**src/hw/rtl/i2c_eeprom_byte_master_macros.svh**
```systemverilog
// Assertion macros shared by the RTL of the I2C EEPROM byte master.
// Needs clk and arst_n in the scope where a macro is used.
`ifndef I2C_EEPROM_BYTE_MASTER_MACROS_SVH
`define I2C_EEPROM_BYTE_MASTER_MACROS_SVH

// Same-cycle implication, checked out of reset
`define IEBM_ASSERT_NOW(label, ante, cons, msg) \
	label: assert property (@(posedge clk) disable iff (!arst_n) (ante) |-> (cons)) \
		else $error(msg);

// Next-cycle implication, checked out of reset
`define IEBM_ASSERT_NEXT(label, ante, cons, msg) \
	label: assert property (@(posedge clk) disable iff (!arst_n) (ante) |=> (cons)) \
		else $error(msg);

`endif

```
**src/hw/rtl/iebm_pkg.sv**
```systemverilog
// Types and constants of the I2C EEPROM byte master.
// Used by iebm_seq and i2c_eeprom_byte_master; depends on nothing else.
`timescale 1ns / 1ps

package iebm_pkg;

	// Configuration register indexes
	localparam int CFG_IDX_W = 2;
	localparam logic [CFG_IDX_W-1:0] REG_DEVICE_ADDRESS    = 2'd0;
	localparam logic [CFG_IDX_W-1:0] REG_HALF_PERIOD_TICKS = 2'd1;
	localparam logic [CFG_IDX_W-1:0] REG_ACK_POLL_LIMIT    = 2'd2;
	localparam logic [CFG_IDX_W-1:0] REG_MAX_ATTEMPTS      = 2'd3;
	localparam int CFG_DATA_W = 16;

	// Reset values of the registers
	localparam logic [6:0]  DEV_ADDR_RST  = 7'h50;
	localparam logic [15:0] HALF_PER_RST  = 16'd250;
	localparam logic [11:0] POLL_LIM_RST  = 12'd2000;
	localparam logic [2:0]  MAX_ATT_RST   = 3'd3;
	localparam logic [11:0] POLL_CNT_MAX  = 12'hFFF;
	localparam logic [3:0]  BITS_PER_BYTE = 4'd8;

	// Stream payload widths
	localparam int IN_DATA_W  = 24;
	localparam int OUT_DATA_W = 16;

	typedef enum logic [4:0] {
		PH_IDLE, PH_ST_A, PH_ST_B, PH_ST_C, PH_TX_SETUP, PH_TX_HIGH, PH_TX_LOW,
		PH_ACK_SETUP, PH_ACK_SETTLE, PH_ACK_POLL, PH_ACK_END,
		PH_RX_SETUP, PH_RX_HIGH, PH_RX_LOW, PH_NK_SETUP, PH_NK_HIGH, PH_NK_LOW,
		PH_SP_A, PH_SP_B, PH_SP_C
	} phase_t;

	typedef enum logic [2:0] {
		STG_DEVW, STG_WORD, STG_DATA, STG_DEVR, STG_RECV
	} stage_t;

	typedef struct packed {
		logic [6:0]  device_address;
		logic [15:0] half_period_ticks;
		logic [11:0] ack_poll_limit;
		logic [2:0]  max_attempts;
	} cfg_t;

	typedef struct packed {
		logic       start_req;
		logic       mode;
		logic [7:0] word_addr;
		logic [7:0] write_data;
		logic       sda_in;
	} req_t;

	typedef struct packed {
		logic       scl_out;
		logic       sda_release;
		logic       busy_res;
		logic       done_res;
		logic       success;
		logic [7:0] read_data;
	} res_t;

endpackage

```
**src/hw/rtl/iebm_seq.sv**
```systemverilog
// Bus sequencer of the I2C EEPROM byte master: one step per accepted tick.
// Depends on iebm_pkg for the phase, stage, request and result types.
`timescale 1ns / 1ps

module iebm_seq #(
	parameter int TICK_W = 16
) (
	input  logic          clk,
	input  logic          arst_n,
	input  logic          step,
	input  iebm_pkg::cfg_t cfg,
	input  iebm_pkg::req_t req,
	output iebm_pkg::res_t res
);
	import iebm_pkg::*;

	localparam int CMP_W = (TICK_W + 1 > 17) ? TICK_W + 1 : 17;

	phase_t            phase_q, phase_n;
	stage_t            stage_q, stage_n;
	logic [TICK_W-1:0] tick_q, tick_n, tick_adv;
	logic [3:0]        bit_q, bit_n, bit_inc;
	logic [7:0]        shift_q, shift_n;
	logic [11:0]       poll_q, poll_n, poll_inc;
	logic [2:0]        att_q, att_n;
	logic              failed_q, failed_n;
	logic              lmode_q, lmode_n;
	logic [7:0]        laddr_q, laddr_n, ldata_q, ldata_n;
	logic [7:0]        last_q, last_n;
	logic              slot_end;
	logic [CMP_W-1:0]  tick_inc;
	logic [3:0]        tries, att_inc;
	logic              done, succ;

	// Slot timer: a slot ends at the half period or when the counter tops out
	always_comb begin
		tick_inc = CMP_W'(tick_q) + CMP_W'(1);
		slot_end = (tick_inc >= CMP_W'(cfg.half_period_ticks)) || (tick_q == '1);
		tick_adv = slot_end ? '0 : tick_inc[TICK_W-1:0];
		bit_inc  = bit_q + 4'd1;
		poll_inc = (poll_q < POLL_CNT_MAX) ? poll_q + 12'd1 : poll_q;
		tries    = (cfg.max_attempts == 3'd0) ? 4'd1 : {1'b0, cfg.max_attempts};
		att_inc  = {1'b0, att_q} + 4'd1;
	end

	// Next state of the sequencer
	always_comb begin
		phase_n  = phase_q;
		stage_n  = stage_q;
		tick_n   = tick_adv;
		bit_n    = bit_q;
		shift_n  = shift_q;
		poll_n   = poll_q;
		att_n    = att_q;
		failed_n = failed_q;
		lmode_n  = lmode_q;
		laddr_n  = laddr_q;
		ldata_n  = ldata_q;
		last_n   = last_q;
		done     = 1'b0;
		succ     = 1'b0;
		case (phase_q)
			PH_IDLE: begin
				tick_n = tick_q;
				if (req.start_req) begin
					lmode_n  = req.mode;
					laddr_n  = req.word_addr;
					ldata_n  = req.write_data;
					att_n    = '0;
					stage_n  = STG_DEVW;
					failed_n = 1'b0;
					tick_n   = '0;
					bit_n    = '0;
					phase_n  = PH_ST_A;
				end
			end
			PH_ST_A: if (slot_end) phase_n = PH_ST_B;
			PH_ST_B: if (slot_end) phase_n = PH_ST_C;
			PH_ST_C: begin
				if (slot_end) begin
					shift_n = {cfg.device_address, stage_q == STG_DEVR};
					bit_n   = '0;
					phase_n = PH_TX_SETUP;
				end
			end
			PH_TX_SETUP: if (slot_end) phase_n = PH_TX_HIGH;
			PH_TX_HIGH:  if (slot_end) phase_n = PH_TX_LOW;
			PH_TX_LOW: begin
				if (slot_end) begin
					shift_n = {shift_q[6:0], 1'b0};
					if (bit_inc >= BITS_PER_BYTE) begin
						bit_n   = '0;
						phase_n = PH_ACK_SETUP;
					end else begin
						bit_n   = bit_inc;
						phase_n = PH_TX_SETUP;
					end
				end
			end
			PH_ACK_SETUP: if (slot_end) phase_n = PH_ACK_SETTLE;
			PH_ACK_SETTLE: begin
				if (slot_end) begin
					poll_n  = '0;
					phase_n = PH_ACK_POLL;
				end
			end
			PH_ACK_POLL: begin
				tick_n = '0;
				if (!req.sda_in) begin
					phase_n = PH_ACK_END;
				end else begin
					poll_n = poll_inc;
					if (poll_inc >= cfg.ack_poll_limit) begin
						failed_n = 1'b1;
						phase_n  = PH_ACK_END;
					end
				end
			end
			PH_ACK_END: begin
				// Choose the next byte, or go to stop on a missed ack or after the word address of a read
				if (slot_end) begin
					if (failed_q) begin
						phase_n = PH_SP_A;
					end else begin
						case (stage_q)
							STG_DEVW: begin
								stage_n = STG_WORD;
								shift_n = laddr_q;
								bit_n   = '0;
								phase_n = PH_TX_SETUP;
							end
							STG_WORD: begin
								if (lmode_q) begin
									phase_n = PH_SP_A;
								end else begin
									stage_n = STG_DATA;
									shift_n = ldata_q;
									bit_n   = '0;
									phase_n = PH_TX_SETUP;
								end
							end
							STG_DEVR: begin
								stage_n = STG_RECV;
								bit_n   = '0;
								shift_n = '0;
								phase_n = PH_RX_SETUP;
							end
							default: phase_n = PH_SP_A;
						endcase
					end
				end
			end
			PH_RX_SETUP: if (slot_end) phase_n = PH_RX_HIGH;
			PH_RX_HIGH: begin
				if (slot_end) begin
					shift_n = {shift_q[6:0], req.sda_in};
					phase_n = PH_RX_LOW;
				end
			end
			PH_RX_LOW: begin
				if (slot_end) begin
					if (bit_inc >= BITS_PER_BYTE) begin
						bit_n   = '0;
						last_n  = shift_q;
						phase_n = PH_NK_SETUP;
					end else begin
						bit_n   = bit_inc;
						phase_n = PH_RX_HIGH;
					end
				end
			end
			PH_NK_SETUP: if (slot_end) phase_n = PH_NK_HIGH;
			PH_NK_HIGH:  if (slot_end) phase_n = PH_NK_LOW;
			PH_NK_LOW:   if (slot_end) phase_n = PH_SP_A;
			PH_SP_A:     if (slot_end) phase_n = PH_SP_B;
			PH_SP_B:     if (slot_end) phase_n = PH_SP_C;
			PH_SP_C: begin
				// New start for the read part, retry on failure, else finish
				if (slot_end) begin
					if (!failed_q && lmode_q && stage_q == STG_WORD) begin
						stage_n = STG_DEVR;
						phase_n = PH_ST_A;
					end else if (failed_q && att_inc < tries) begin
						att_n    = att_inc[2:0];
						stage_n  = STG_DEVW;
						failed_n = 1'b0;
						tick_n   = '0;
						bit_n    = '0;
						phase_n  = PH_ST_A;
					end else begin
						phase_n = PH_IDLE;
						done    = 1'b1;
						succ    = !failed_q;
					end
				end
			end
			default: begin
				phase_n = PH_IDLE;
				tick_n  = '0;
			end
		endcase
	end

	// Bus levels and status after this tick
	always_comb begin
		res.busy_res  = (phase_n != PH_IDLE);
		res.done_res  = done;
		res.success   = succ;
		res.read_data = last_n;
		case (phase_n) inside
			PH_ST_B, PH_SP_B: begin
				res.scl_out     = 1'b1;
				res.sda_release = 1'b0;
			end
			PH_ST_C, PH_SP_A: begin
				res.scl_out     = 1'b0;
				res.sda_release = 1'b0;
			end
			PH_TX_SETUP, PH_TX_LOW: begin
				res.scl_out     = 1'b0;
				res.sda_release = shift_n[7];
			end
			PH_TX_HIGH: begin
				res.scl_out     = 1'b1;
				res.sda_release = shift_n[7];
			end
			PH_ACK_SETUP, PH_ACK_END, PH_RX_SETUP, PH_RX_LOW, PH_NK_SETUP,
			PH_NK_LOW: begin
				res.scl_out     = 1'b0;
				res.sda_release = 1'b1;
			end
			default: begin
				res.scl_out     = 1'b1;
				res.sda_release = 1'b1;
			end
		endcase
	end

	// Advance the state on every accepted tick
	always_ff @(posedge clk or negedge arst_n) begin
		if (!arst_n) begin
			phase_q  <= PH_IDLE;
			stage_q  <= STG_DEVW;
			tick_q   <= '0;
			bit_q    <= '0;
			shift_q  <= '0;
			poll_q   <= '0;
			att_q    <= '0;
			failed_q <= 1'b0;
			lmode_q  <= 1'b0;
			laddr_q  <= '0;
			ldata_q  <= '0;
			last_q   <= '0;
		end else if (step) begin
			phase_q  <= phase_n;
			stage_q  <= stage_n;
			tick_q   <= tick_n;
			bit_q    <= bit_n;
			shift_q  <= shift_n;
			poll_q   <= poll_n;
			att_q    <= att_n;
			failed_q <= failed_n;
			lmode_q  <= lmode_n;
			laddr_q  <= laddr_n;
			ldata_q  <= ldata_n;
			last_q   <= last_n;
		end
	end

endmodule

```
**src/hw/rtl/i2c_eeprom_byte_master.sv**
```systemverilog
// I2C EEPROM byte master, top level: stream handshakes, registers, result register.
// Depends on iebm_pkg, iebm_seq and i2c_eeprom_byte_master_macros.svh.
//
// Each transfer on the s_axis channel is one tick of the I2C bus sequencer:
// a request strobe with mode, word address and write byte, plus the sampled
// SDA level. Each accepted tick yields exactly one transfer on m_axis with the
// SCL level, the SDA drive, busy, the one-tick done pulse, success and the
// last byte read. A write runs start, device address, word address, data, stop;
// a read runs start, device address, word address, stop, then a new start, device
// address with read, one byte in, a NACK and stop. Missed acknowledges are retried
// up to max_attempts tries. A tick's result is registered and is on m_axis in the
// cycle after its acceptance. Throughput: one tick per cycle; the sequencer step
// sits between the s_axis acceptance and the single output register.
// When m_axis stalls, the result is held and s_axis_tready drops until it
// is taken; the bus sequence only moves on accepted ticks.
// Configuration writes on cfg are taken every cycle (cfg_ready is high).
// Reset clears the sequencer to idle and loads the register defaults:
// address 0x50, 250 ticks per half period, poll limit 2000, three tries.
`timescale 1ns / 1ps
`include "i2c_eeprom_byte_master_macros.svh"

module i2c_eeprom_byte_master #(
	parameter int TICK_COUNTER_WIDTH = 16
) (
	input  logic                              clk,
	input  logic                              arst_n,
	input  logic                              s_axis_tvalid,
	output logic                              s_axis_tready,
	// [0] start_req, [1] mode, [9:2] word_addr, [17:10] write_data, [18] sda_in
	input  logic [iebm_pkg::IN_DATA_W-1:0]    s_axis_tdata,
	output logic                              m_axis_tvalid,
	input  logic                              m_axis_tready,
	// [0] scl_out, [1] sda_release, [2] busy_res, [3] done_res, [4] success,
	// [12:5] read_data
	output logic [iebm_pkg::OUT_DATA_W-1:0]   m_axis_tdata,
	input  logic                              cfg_valid,
	output logic                              cfg_ready,
	input  logic [iebm_pkg::CFG_IDX_W-1:0]    cfg_index,
	input  logic [iebm_pkg::CFG_DATA_W-1:0]   cfg_data
);
	import iebm_pkg::*;

	cfg_t                  cfg_q;
	req_t                  req;
	res_t                  res;
	logic                  step;
	logic                  out_valid_q;
	logic [OUT_DATA_W-1:0] out_data_q;

	assign cfg_ready     = 1'b1;
	assign s_axis_tready = !out_valid_q || m_axis_tready;
	assign step          = s_axis_tvalid && s_axis_tready;
	assign m_axis_tvalid = out_valid_q;
	assign m_axis_tdata  = out_data_q;

	// Unpack the input transfer
	assign req.start_req  = s_axis_tdata[0];
	assign req.mode       = s_axis_tdata[1];
	assign req.word_addr  = s_axis_tdata[9:2];
	assign req.write_data = s_axis_tdata[17:10];
	assign req.sda_in     = s_axis_tdata[18];

	// Configuration registers
	always_ff @(posedge clk or negedge arst_n) begin
		if (!arst_n) begin
			cfg_q.device_address    <= DEV_ADDR_RST;
			cfg_q.half_period_ticks <= HALF_PER_RST;
			cfg_q.ack_poll_limit    <= POLL_LIM_RST;
			cfg_q.max_attempts      <= MAX_ATT_RST;
		end else if (cfg_valid && cfg_ready) begin
			case (cfg_index)
				REG_DEVICE_ADDRESS:    cfg_q.device_address    <= cfg_data[6:0];
				REG_HALF_PERIOD_TICKS: cfg_q.half_period_ticks <= cfg_data[15:0];
				REG_ACK_POLL_LIMIT:    cfg_q.ack_poll_limit    <= cfg_data[11:0];
				REG_MAX_ATTEMPTS:      cfg_q.max_attempts      <= cfg_data[2:0];
				default: ;
			endcase
		end
	end

	iebm_seq #(
		.TICK_W (TICK_COUNTER_WIDTH)
	) u_seq (
		.clk    (clk),
		.arst_n (arst_n),
		.step   (step),
		.cfg    (cfg_q),
		.req    (req),
		.res    (res)
	);

	// Output register: load on each accepted tick, drop once taken
	always_ff @(posedge clk or negedge arst_n) begin
		if (!arst_n) begin
			out_valid_q <= 1'b0;
		end else if (step) begin
			out_valid_q <= 1'b1;
		end else if (m_axis_tready) begin
			out_valid_q <= 1'b0;
		end
	end

	always_ff @(posedge clk) begin
		if (step) begin
			out_data_q <= {3'b000, res.read_data, res.success, res.done_res,
				res.busy_res, res.sda_release, res.scl_out};
		end
	end

	`IEBM_ASSERT_NEXT(a_step_fills_out, step, out_valid_q, "accepted tick left no result")
	`IEBM_ASSERT_NOW(a_ready_when_empty, !out_valid_q, s_axis_tready, "input stalled while empty")
	`IEBM_ASSERT_NOW(a_done_not_busy, out_valid_q && out_data_q[3], !out_data_q[2],
		"done reported while busy")
	`IEBM_ASSERT_NOW(a_success_with_done, out_valid_q && out_data_q[4], out_data_q[3],
		"success without done")

endmodule

```
**config.mk**
```make
export PLATFORM = sky130hd
export DESIGN_NAME = i2c_eeprom_byte_master
export DESIGN_NICKNAME = d
export VERILOG_FILES = /design/src/hw/rtl/iebm_pkg.sv /design/src/hw/rtl/iebm_seq.sv /design/src/hw/rtl/i2c_eeprom_byte_master.sv
export VERILOG_INCLUDE_DIRS = /design/src /design/src/hw/rtl
export SDC_FILE = /design/constraint.sdc
export NUM_CORES = 1
export LEC_CHECK = 0
export ABC_AREA = 1
export BUFFER_PORTS_ARGS = -buffer_cell sky130_fd_sc_hd__buf_2
export CAP_MARGIN = 20
export CORE_MARGIN = 10
export CORE_UTILIZATION = 30
export CTS_BUF_LIST = sky130_fd_sc_hd__clkbuf_4 sky130_fd_sc_hd__clkbuf_8
export CTS_CLUSTER_SIZE = 20
export DETAILED_ROUTE_END_ITERATION = 16
export MAX_ROUTING_LAYER = met4
export PLACE_DENSITY_LB_ADDON = 0.12
export SYNTH_ARGS = -nofsm -noshare
export SYNTH_HDL_FRONTEND = slang
export SYNTH_HIERARCHICAL = 1
export SYNTH_SLANG_ARGS = --single-unit
```
**constraint.sdc**
```tcl
create_clock -name clk -period 3.34 [get_ports clk]
set_input_delay 0.668 -clock clk [delete_from_list [all_inputs] [get_ports clk]]
set_output_delay 0.668 -clock clk [all_outputs]
set_load 0.01 [all_outputs]
```
After elaboration in Yosys (flattened, before gate mapping)
Index checks and enable logic that the tools add are counted.
{ "op_classes": {"addsub": 4, "order_cmp": 5, "n_eq_ne": 55, "mux": 90, "bitwise": 2, "n_reduce_logical": 42} }
{ "op_table": {"columns": ["operator", "count"], "rows": [
  ["$mux W5", 24],
  ["$pmux W5 S20", 1],
  ["$mux W16", 5],
  ["$mux W8", 9],
  ["$eq A5 B4 Y1 const B", 12],
  ["$pmux W16 S3", 1],
  ["$eq A5 B3 Y1 const B", 8],
  ["$mux W4", 10],
  ["$mux W12", 3],
  ["$eq A5 B5 Y1 const B", 7],
  ["$mux W3", 11],
  ["$pmux W8 S4", 1],
  ["$pmux W12 S2", 1],
  ["$pmux W8 S3", 1],
  ["$eq A5 B2 Y1 const B", 4],
  ["$pmux W4 S5", 1],
  ["$ne A2 B1 Y1 const B", 9],
  ["$pmux W3 S3", 2],
  ["$reduce_and A9 Y1", 2],
  ["$add A16 B1 Y17 const B", 1],
  ["$ge A17 B16 Y1", 1],
  ["$reduce_or A17 Y1", 1],
  ["$eq A16 B16 Y1 const B", 1],
  ["$pmux W5 S3", 1],
  ["other kinds (43)", 81]
]} }
{ "word_totals": {"reg_bits": 129, "in_bits": 47, "out_inout_bits": 19, "word_cells": 221} }

Depth between registers and ports, before layout
Gate-level depths: netlist of run 1.
{ "depth": {"ltp_word": 14, "depth_mapped": 32, "ltp_nobuf": 31} }

Cells and area by module
Netlist of run 1, hierarchy kept.
{ "by_module_without_submodules": {"columns": ["module", "n_inst", "cells_each", "area_per_inst_um2", "seq_area_each_um2"], "rows": [
  ["iebm_seq", 1, 841, 5809.3, 1926.8],
  ["i2c_eeprom_byte_master", 1, 197, 2104.5, 1386.3]
]} }

Worst setup path after synthesis of run 1
No wires, ideal clock.
{ "synth_path": {"kind": "reg-to-reg", "start": "register u_seq.tick_q[0]", "end": "register out_data_q[0] (netlist: m_axis_tdata[0]), data pin", "setup_time_ns": 0.257, "t_arrival_ns": 3.362, "t_required_ns": 3.083, "slack_ns": -0.280, "stages_incl_launch_ff": 32, "path_buffers": 1, "period_less_slack_ns": 3.620, "cell_sequence": "dfrtp_1 -> nand3_1 -> nor4_1 -> nand4_1 -> nor3_1 -> nand2_1 -> nor2_1 -> xor2_1 -> inv_1 -> ha_1 -> nand2_1 -> inv_1 -> nand2_1 -> nor2_1 -> nand2_1 -> nand3_1 -> nand2_1 -> nand3_4 -> buf_6 -> nand2_1 -> nand2_1 -> nand2_1 -> nor2_2 -> nand2_2 -> nand2_1 -> nand2_2 -> nor2_1 -> nand3_1 -> nand2_1 -> inv_1 -> nand2_1 -> nor2_2"} }
{ "synth_via": {"elab_chain_cells": 11, "word_cells_on_any_way": 44, "classes_between": "add/sub: 1; order compare: 1; eq/ne: 14; mux: 23; reduce/logical: 5"} }
{ "synth_rtl": {"columns": ["element", "line_no", "text"], "rows": [
  ["from (decl)", "iebm_seq.sv:21", "logic [TICK_W-1:0] tick_q, tick_n, tick_adv;"],
  ["from (signal assigned)", "iebm_seq.sv:257", "tick_q <= tick_n;"],
  ["$add A16 B1 Y17", "iebm_seq.sv:37", "tick_inc = CMP_W'(tick_q) + CMP_W'(1);"],
  ["$ge A17 B16 Y1", "iebm_seq.sv:38", "slot_end = (tick_inc >= CMP_W'(cfg.half_period_ticks)) || (tick_q == '1);"],
  ["$logic_or A1 B1 Y1 *", "iebm_seq.sv:38", null],
  ["$mux W5 (tied with other cells)", "iebm_seq.sv:179", "if (slot_end) begin"],
  ["$pmux W5 S20 *", "iebm_seq.sv:62", "case (phase_q)"],
  ["$eq A5 B5 Y1 (no source line) (tied with other cells)", null, null],
  ["$reduce_or A6 Y1", "iebm_seq.sv:210", "case (phase_n) inside"],
  ["$mux W2 (4 in series)", "iebm_seq.sv:210", null],
  ["to (signal assigned)", "i2c_eeprom_byte_master.sv:105", "out_data_q <= {3'b000, res.read_data, res.success, res.done_res,"],
  ["to (decl)", "i2c_eeprom_byte_master.sv:48", "logic [OUT_DATA_W-1:0] out_data_q;"]
]} }
Mark *: on every way between the ends. The rest lies on a longest branch, timed or not.
A chain may end at the register's enable or synchronous reset.

Worst setup path in the final report of run 1
{ "layout_path": {"start": "register u_seq.tick_q[3]", "end": "register out_data_q[0] (netlist: m_axis_tdata[0]), data pin"} }
Same word-level chain as after synthesis.

==> run metrics, run 1 <==
most frequent cells in the layout nand2_1 (228), inv_1 (136), buf_4 (101), dfrtp_1 (100), nor2_1 (74); number of instances in the synthesized netlist approximately 1000; Final Cycle Share 114%; root cell of the clock tree clkbuf_8; Total GRT Usage between 10 and 15%; endpoints failing setup 68; category of the worst setup path launch point register; fraction of the mapped netlist area in compound gates 11.0%; Port-buffer cells 56; nets 1291; Detail Route met3 WL 724 um; multi-input gate area in the final layout between 4000 and 5000 um^2; number of hold violations in the final report 0; number of design rule violations left after detail routing 0; fraction of synthesized area in multiplexers 0.427%; Layout Area Growth over Synthesis 33.3%; post-synthesis async set-or-reset flop share 89.9%; CORE AREA 26000 um^2; class of the tightest hold or removal check input port to asynchronous set/reset pin; Max Fclk 0.264 GHz; initial core utilization 30.5%; clk_lat worst skew ~450 ps; Slowest cell on crit path dfrtp_1; largest family of logic cells by synthesized area simple AND/OR/NAND/NOR gates; Max Cap Violations 0; slew margin rel. 30.8%; FF-to-FF End m_axis_tdata[0]$_DFFE_PP_; sequential fraction of the synthesis area 41.9%; cell taking the most area after synthesis dfrtp_1; ratio of cells with drive above 1 in the final layout 32.2%; most common cell after layout, fill and taps aside nand2_1; most used flip-flop cell after synthesis dfrtp_1; vias in the first global route between 7000 and 8000; worst clock skew ~17 ps; top routing layer in use met4; post-detailed-placement cell area around 9000 um^2; DRC marker count from the first detailed-route iteration 434; Reg clk slew, reported paths roughly 90 ps; estimated wirelength of the detail-placed design 16900 um; maximum vdd drop 0.224 mV; Top Family by Delay on Critical Path simple AND/OR/NAND/NOR gates; minimum clock period after layout around 3800 ps; Leakage Power 5.32 nW; Post-Synthesis Cell Area 7910 um^2; number of distinct library cell variants in the gate-level netlist after synthesis 50; largest cells by area after synthesis dfrtp_1 (32%), nand2_1 (12%), inv_1 (6.6%); transition at the pin with the smallest max-transition slack around 1000 ps; number of enable-type register cells in the synthesized netlist 13; origin of the worst setup path u_seq/tick_q[3]$_DFFE_PN0P_; routed wirelength normalized by instance count 14.8 um; data required time of the worst path around 3500 ps; worst-case setup margin in the final layout -455 ps; Critical path destination m_axis_tdata[0]$_DFFE_PP_; Synth Warn # 6; pin count of the biggest net entering global routing 91; launch instance of the worst register-to-register path u_seq/tick_q[3]$_DFFE_PN0P_; data arrival time of the critical path ~4000 ps; CTS tree built; pre-CTS setup slack -481 ps; most frequent CP cell buf_4; deepest level of the CTS H-tree 4; GR Overflow Total 0; critical path's largest stage delay 370 ps; post-layout instance area 10500 um^2; standard-cell rows 59; buffers and inverters on the worst path 8; Synth Area in Adders 5.38%; Critical Setup Path Class register to register; met1 layer wirelength in the final routing 11000 um; setup repair after global routing missed its margin yes; final RePlAce weighted congestion 0.960; slack of the worst reg-to-reg path -450 ps; post-detailed-route count of antenna-violating nets 0; via density per instance 4.70; CTS Buffer Depth 2; total CTS buffers 17; wire length reported by the detailed router 23000 um; detailed-routed wire length on met2 11100 um; area fraction in and, or, nand and nor cells after synthesis between 20% and 30%; endpoint class of the critical path register; FILL cells 2717; number of antenna diodes 0; fraction of synthesized cell area in xor and xnor cells 2.10%; first drt pass iteration count 5; die span in y between 150 and 200 um; run status complete, but fails checks; total power divided by cell area 613 nW/um^2; Die Outline Area 33300 um^2; antenna violations before repair 0; violated checks setup timing; global-route wire length before repair 36600 um; post-synthesis sequential element count 129; depth of the critical timing path with buffers and inverters included 28; horizontal extent of the die 182 um; overall via count from detail_route 7315; sequential cell area in the final layout 3310 um^2; number of top-level design ports 66; R2R cell count 28; post-synthesis average cell area 7.62 um^2; fraction of synthesized cell area taken by the top area cell type 31.6%; sinks on the clock net between 100 and 150; Slew Viols, Final 0; maximum fanout count along the critical path 6
[state kept, by name, summed over array words and instances (netlist names), 4 cells and up]
name / flops
u_seq/phase_q: 5
u_seq/bit_q: 4
u_seq/laddr_q: 8
u_seq/tick_q: 16
cfg_q: 38
u_seq/poll_q: 12
u_seq/shift_q: 8
m_axis_tdata: 13
u_seq/last_q: 8
u_seq/ldata_q: 8
[repair_timing]
action	4_1_cts	5_1_grt
pin swaps	12	37
cloned	1	4
hold buffers	0	0
buffers inserted	13	15
setup endpoints to repair	57	73
resized for setup	40	158
[layer usage]
layer | track usage, % | up-vias
met3 | 2.79 | 22
met1 | 17.6 | 3419
met5 | - | -
met2 | 22.4 | 127
met4 | 3.87 | 0
li1 | - | 3747
[synth_stat cells, types with 14 or more instances]
cell type / count
inv_1: 140
nand2_1: 253
xor2_1: 19
a21oi_1: 49
nand3_1: 63
nor3_1: 17
o21ai_0: 51
dfrtp_1: 100
inv_2: 14
o22ai_1: 16
nand4_1: 41
ha_1: 34
nor2_1: 92
dfstp_2: 16
[worst min-delay path by stage]
stage | slack, ps | from | depth (start not counted) | endpoint
global placement | 450 | cfg_q[9]$_DFFE_PN1P_ | 2 | cfg_q[9]$_DFFE_PN1P_
global route | 120 | arst_n | 1 | cfg_q[23]$_DFFE_PN0P_
finish | 130 | arst_n | 1 | cfg_q[27]$_DFFE_PN0P_
CTS | 100 | arst_n | 1 | cfg_q[23]$_DFFE_PN0P_
detailed placement | 450 | cfg_q[21]$_DFFE_PN1P_ | 2 | cfg_q[21]$_DFFE_PN1P_
floorplan | 370 | arst_n | 0 | cfg_q[14]$_DFFE_PN0P_
[through the flow]
stage               util (%)  total power (W)  instances  hold WS, ps  setup TNS, ps
floorplan                  -          0.00378       1040          372           -196
global placement        35.4          0.00470       1493          452         -13540
detailed placement      35.4          0.00472       1494          453         -10440
CTS                     38.0          0.00624       1540         99.2          -2830
global route            40.6          0.00701       1558          123         -36320
finish                  40.6          0.00647       1558          127         -11340
[power by group]
group | total, W | internal, W | switching, W
clock network | 0.00139 | 0.000745 | 0.000642
logic | 0.00287 | 0.00122 | 0.00165
registers | 0.00221 | 0.00200 | 0.000216
total | 0.00647 | 0.00396 | 0.00250
[cell families (layout without fill, tap and decap cells)]
kind of cell	Yosys count	after routing
AND/OR/NAND/NOR	510	512
buffers and inverters	191	372
AO/OA/AOI/OAI	150	150
flip-flops	129	129
adder cells (fa/ha/maj)	34	34
XOR/XNOR	19	19
multiplexers	3	3
other	2	4
[area by class of cell]
| type | instances | area share [%] |
|---|---|---|
| inverters | 155 | 5.61 |
| well taps | 335 | 3.97 |
| repair buffers | 185 | 13.3 |
| clock buffers | 23 | 2.82 |
| clock inverters | 9 | 0.997 |
| flip-flops and latches | 129 | 31.4 |
| multi-input cells | 722 | 41.9 |
[worst reg2reg max path: cells and delay by family, from the launching register on]
kind / cells / cell delay [ps]
buffers and inverters: 8 / 890
xor gates and xnor gates: 1 / 170
adders and majority gates: 1 / 260
and+or+nand+nor: 18 / 1870
DFF: 1 / 370
(Power assumes the default switching activity.)
==> run 2: changes to the inputs <==
==> constraint.sdc (replaced) <==
create_clock -name clk -period 3.28 [get_ports clk]
set_input_delay 0.656 -clock clk [delete_from_list [all_inputs] [get_ports clk]]
set_output_delay 0.656 -clock clk [all_outputs]
set_load 0.01 [all_outputs]
==> run 2 against run 1 <==
Effect of this change:
- the run still ends with setup timing left
- hold slack got worse by 28 ps
- register-to-register slack worse by 30 ps
- critical path depth fell by 1
- clock power is essentially flat
- power is 4.8% higher
- via count shrank 0.42%
- combinational power rose by 9.8%
- highest routed layer unchanged
==> run metrics, run 2 (synthesis results as in run 1) <==
DRC marker count from the first detailed-route iteration 402 (-7.4%); pin count of the biggest net entering global routing 56 (-38%); most frequent cells in the layout nand2_1 (225), inv_1 (137), buf_4 (111), dfrtp_1 (100), nor2_1 (78); via density per instance 4.63 (-1.4%); transition at the pin with the smallest max-transition slack 1050 ps (+11.4 ps); Slew Viols, Final 0 (unchanged); Finished Layout Cells 1573 (+0.96%); root cell of the clock tree clkbuf_8; max FFs per register 38 (unchanged); data required time of the worst path 3490 ps (-50 ps); Layout Area Growth over Synthesis 36.1%; minimum clock period after layout 3760 ps (-30.3 ps); Final Cycle Share 115% (+1.2 points); layer with the highest usage met2; Port-buffer cells 56 (unchanged); wire length reported by the detailed router 23700 um (+3.1%); multi-input gate area in the final layout 4510 um^2 (+2.0%); post-detailed-route count of antenna-violating nets 0 (unchanged); violated checks setup timing; slack of the worst reg-to-reg path -480 ps (-30 ps); Max Cap Violations 0 (unchanged); largest register by flop count cfg_q; first drt pass iteration count 5 (unchanged); FILL cells 2743 (+0.96%); overall via count from detail_route 7284 (-0.42%); slew margin rel. 30.1% (-0.76 points); global routing usage on met2 23.8% (+1.5 points); standard-cell rows 59 (unchanged); Die Outline Area 33300 um^2 (unchanged); total CTS buffers 17 (unchanged); die span in y 182 um (unchanged); antenna violations before repair 0 (unchanged); Total GRT Usage 14.6% (+0.61 points); core utilization of the finished layout 41.5% (+0.87 points); Critical Setup Path Class register to register; hold buffer count at cts 0 (unchanged); routed wirelength normalized by instance count 15.1 um (+2.1%); met1 Resource Use GR 18.4% (+0.81 points); setup repair after global routing missed its margin yes; Leakage Power 5.41 nW (+1.8%); initial core utilization 30.5% (unchanged); final RePlAce weighted congestion 0.889 (-7.4%); class of the tightest hold or removal check input port to asynchronous set/reset pin; clk_lat worst skew 450 ps (about the same); number of antenna diodes 0 (unchanged); Reg clk slew, reported paths 80 ps (about the same); ratio of cells with drive above 1 in the final layout 33.8% (+1.5 points); GR Overflow Total 0 (unchanged); worst hold margin 98.4 ps (-28.5 ps); category of the worst setup path launch point register; maximum fanout count along the critical path 4 (-2); worst-case setup margin in the final layout -484 ps (-29.7 ps); CTS tree built; endpoint class of the critical path register; total power divided by cell area 629 nW/um^2 (+2.6%); setup tns final -10130 ps (+1210 ps); number of design rule violations left after detail routing 0 (unchanged); deepest level of the CTS H-tree 4 (unchanged); CTS Buffer Depth 2 (unchanged); sequential cell area in the final layout 3310 um^2 (unchanged); number of top-level design ports 66 (unchanged); nets 1306 (+1.2%); data arrival time of the critical path 3970 ps (-30 ps); sinks on the clock net 129 (unchanged); endpoints failing setup 54 (-21%); Max Fclk 0.266 GHz (+0.81%); maximum vdd drop 0.292 mV (+30%); estimated wirelength of the detail-placed design 17200 um (+1.6%); most common cell after layout, fill and taps aside nand2_1; global-route wire length before repair 38200 um (+4.5%); worst clock skew 15.4 ps (-1.25 ps); total instance count after detailed placement 1503 (+0.60%); horizontal extent of the die 182 um (unchanged); run status complete, but fails checks; met3 routing resource usage after global routing 2.67% (-0.12 points); CORE AREA 26000 um^2 (unchanged); number of hold violations in the final report 0 (unchanged); vias in the first global route 7415 (+3.8%)
run 2: worst paths after layout:
check | from | endpoint | depth (start not counted)
max reg2reg | u_seq/poll_q[1]$_DFFE_PN0P_ | m_axis_tdata[0]$_DFFE_PP_ | 27
max | u_seq/poll_q[1]$_DFFE_PN0P_ | m_axis_tdata[0]$_DFFE_PP_ | 27
min | arst_n | u_seq/tick_q[3]$_DFFE_PN0P_ | 1
max in group asynchronous | arst_n | u_seq/shift_q[0]$_DFFE_PN0P_ | 2
min in group clk | s_axis_tvalid | m_axis_tvalid$_DFFE_PN0P_ | 3
min reg2reg | cfg_q[13]$_DFFE_PN1P_ | cfg_q[13]$_DFFE_PN1P_ | 2
run 2: area by class of cell:
type | instances | area share [%]
multi-input cells | 722 | 41.8
flip-flops and latches | 129 | 30.8
repair buffers | 200 | 14.4
inverters | 155 | 5.52
well taps | 335 | 3.89
clock buffers | 22 | 2.58
clock inverters | 10 | 1.06
run 2: power by group:
part           switching, W  internal [W]  leakage [nW]  total (W)
Clock              0.000662      0.000727         0.204    0.00139
Combinational       0.00179       0.00136          3.68    0.00315
Sequential         0.000208       0.00203          1.54    0.00224
Total               0.00266       0.00412          5.41    0.00678
run 2: per-layer routing:
metal / share of wire, % / vias up
li1: - / 3764
met1: 48 / 3424
met2: 49 / 80
met3: 2.3 / 16
met4: 1.3 / 0
met5: 0 / -
run 2: what timing repair did:
item,CTS,global route
endpoints found under the hold margin,0,0
gates cloned,3,2
resized for setup,114,116
setup endpoints to repair,55,73
buffers inserted,24,18
pin swaps,22,35
run 2: per-stage QoR:
stage	setup slack, ps	instance area [um^2]	total power [W]
after detailed placement	-611	9280	0.00488
after floorplan	-187	7950	0.00385
final	-484	10800	0.00678
after CTS	-437	10300	0.00655
after global placement	-679	9270	0.00487
after global routing	-896	10800	0.00736
run 2: critical path, stage by stage (launching register included):
cell	delay, ps
dfrtp_1	380
ha_1	150
inv_1	50
nor3_2	170
nand3_2	120
nor2_2	160
inv_1	70
nor3_1	120
inv_1	100
nor2_4	120
inv_1	70
buf_4	140
nand2_2	100
ha_1	250
a21oi_1	150
o21ai_1	80
a21o_1	180
nor2_2	120
nand4_1	220
buf_4	220
nand2_2	100
inv_2	50
nand2_4	90
nand3_1	80
nand2_1	60
nor2_1	50
nand2_1	80
nor2_2	30
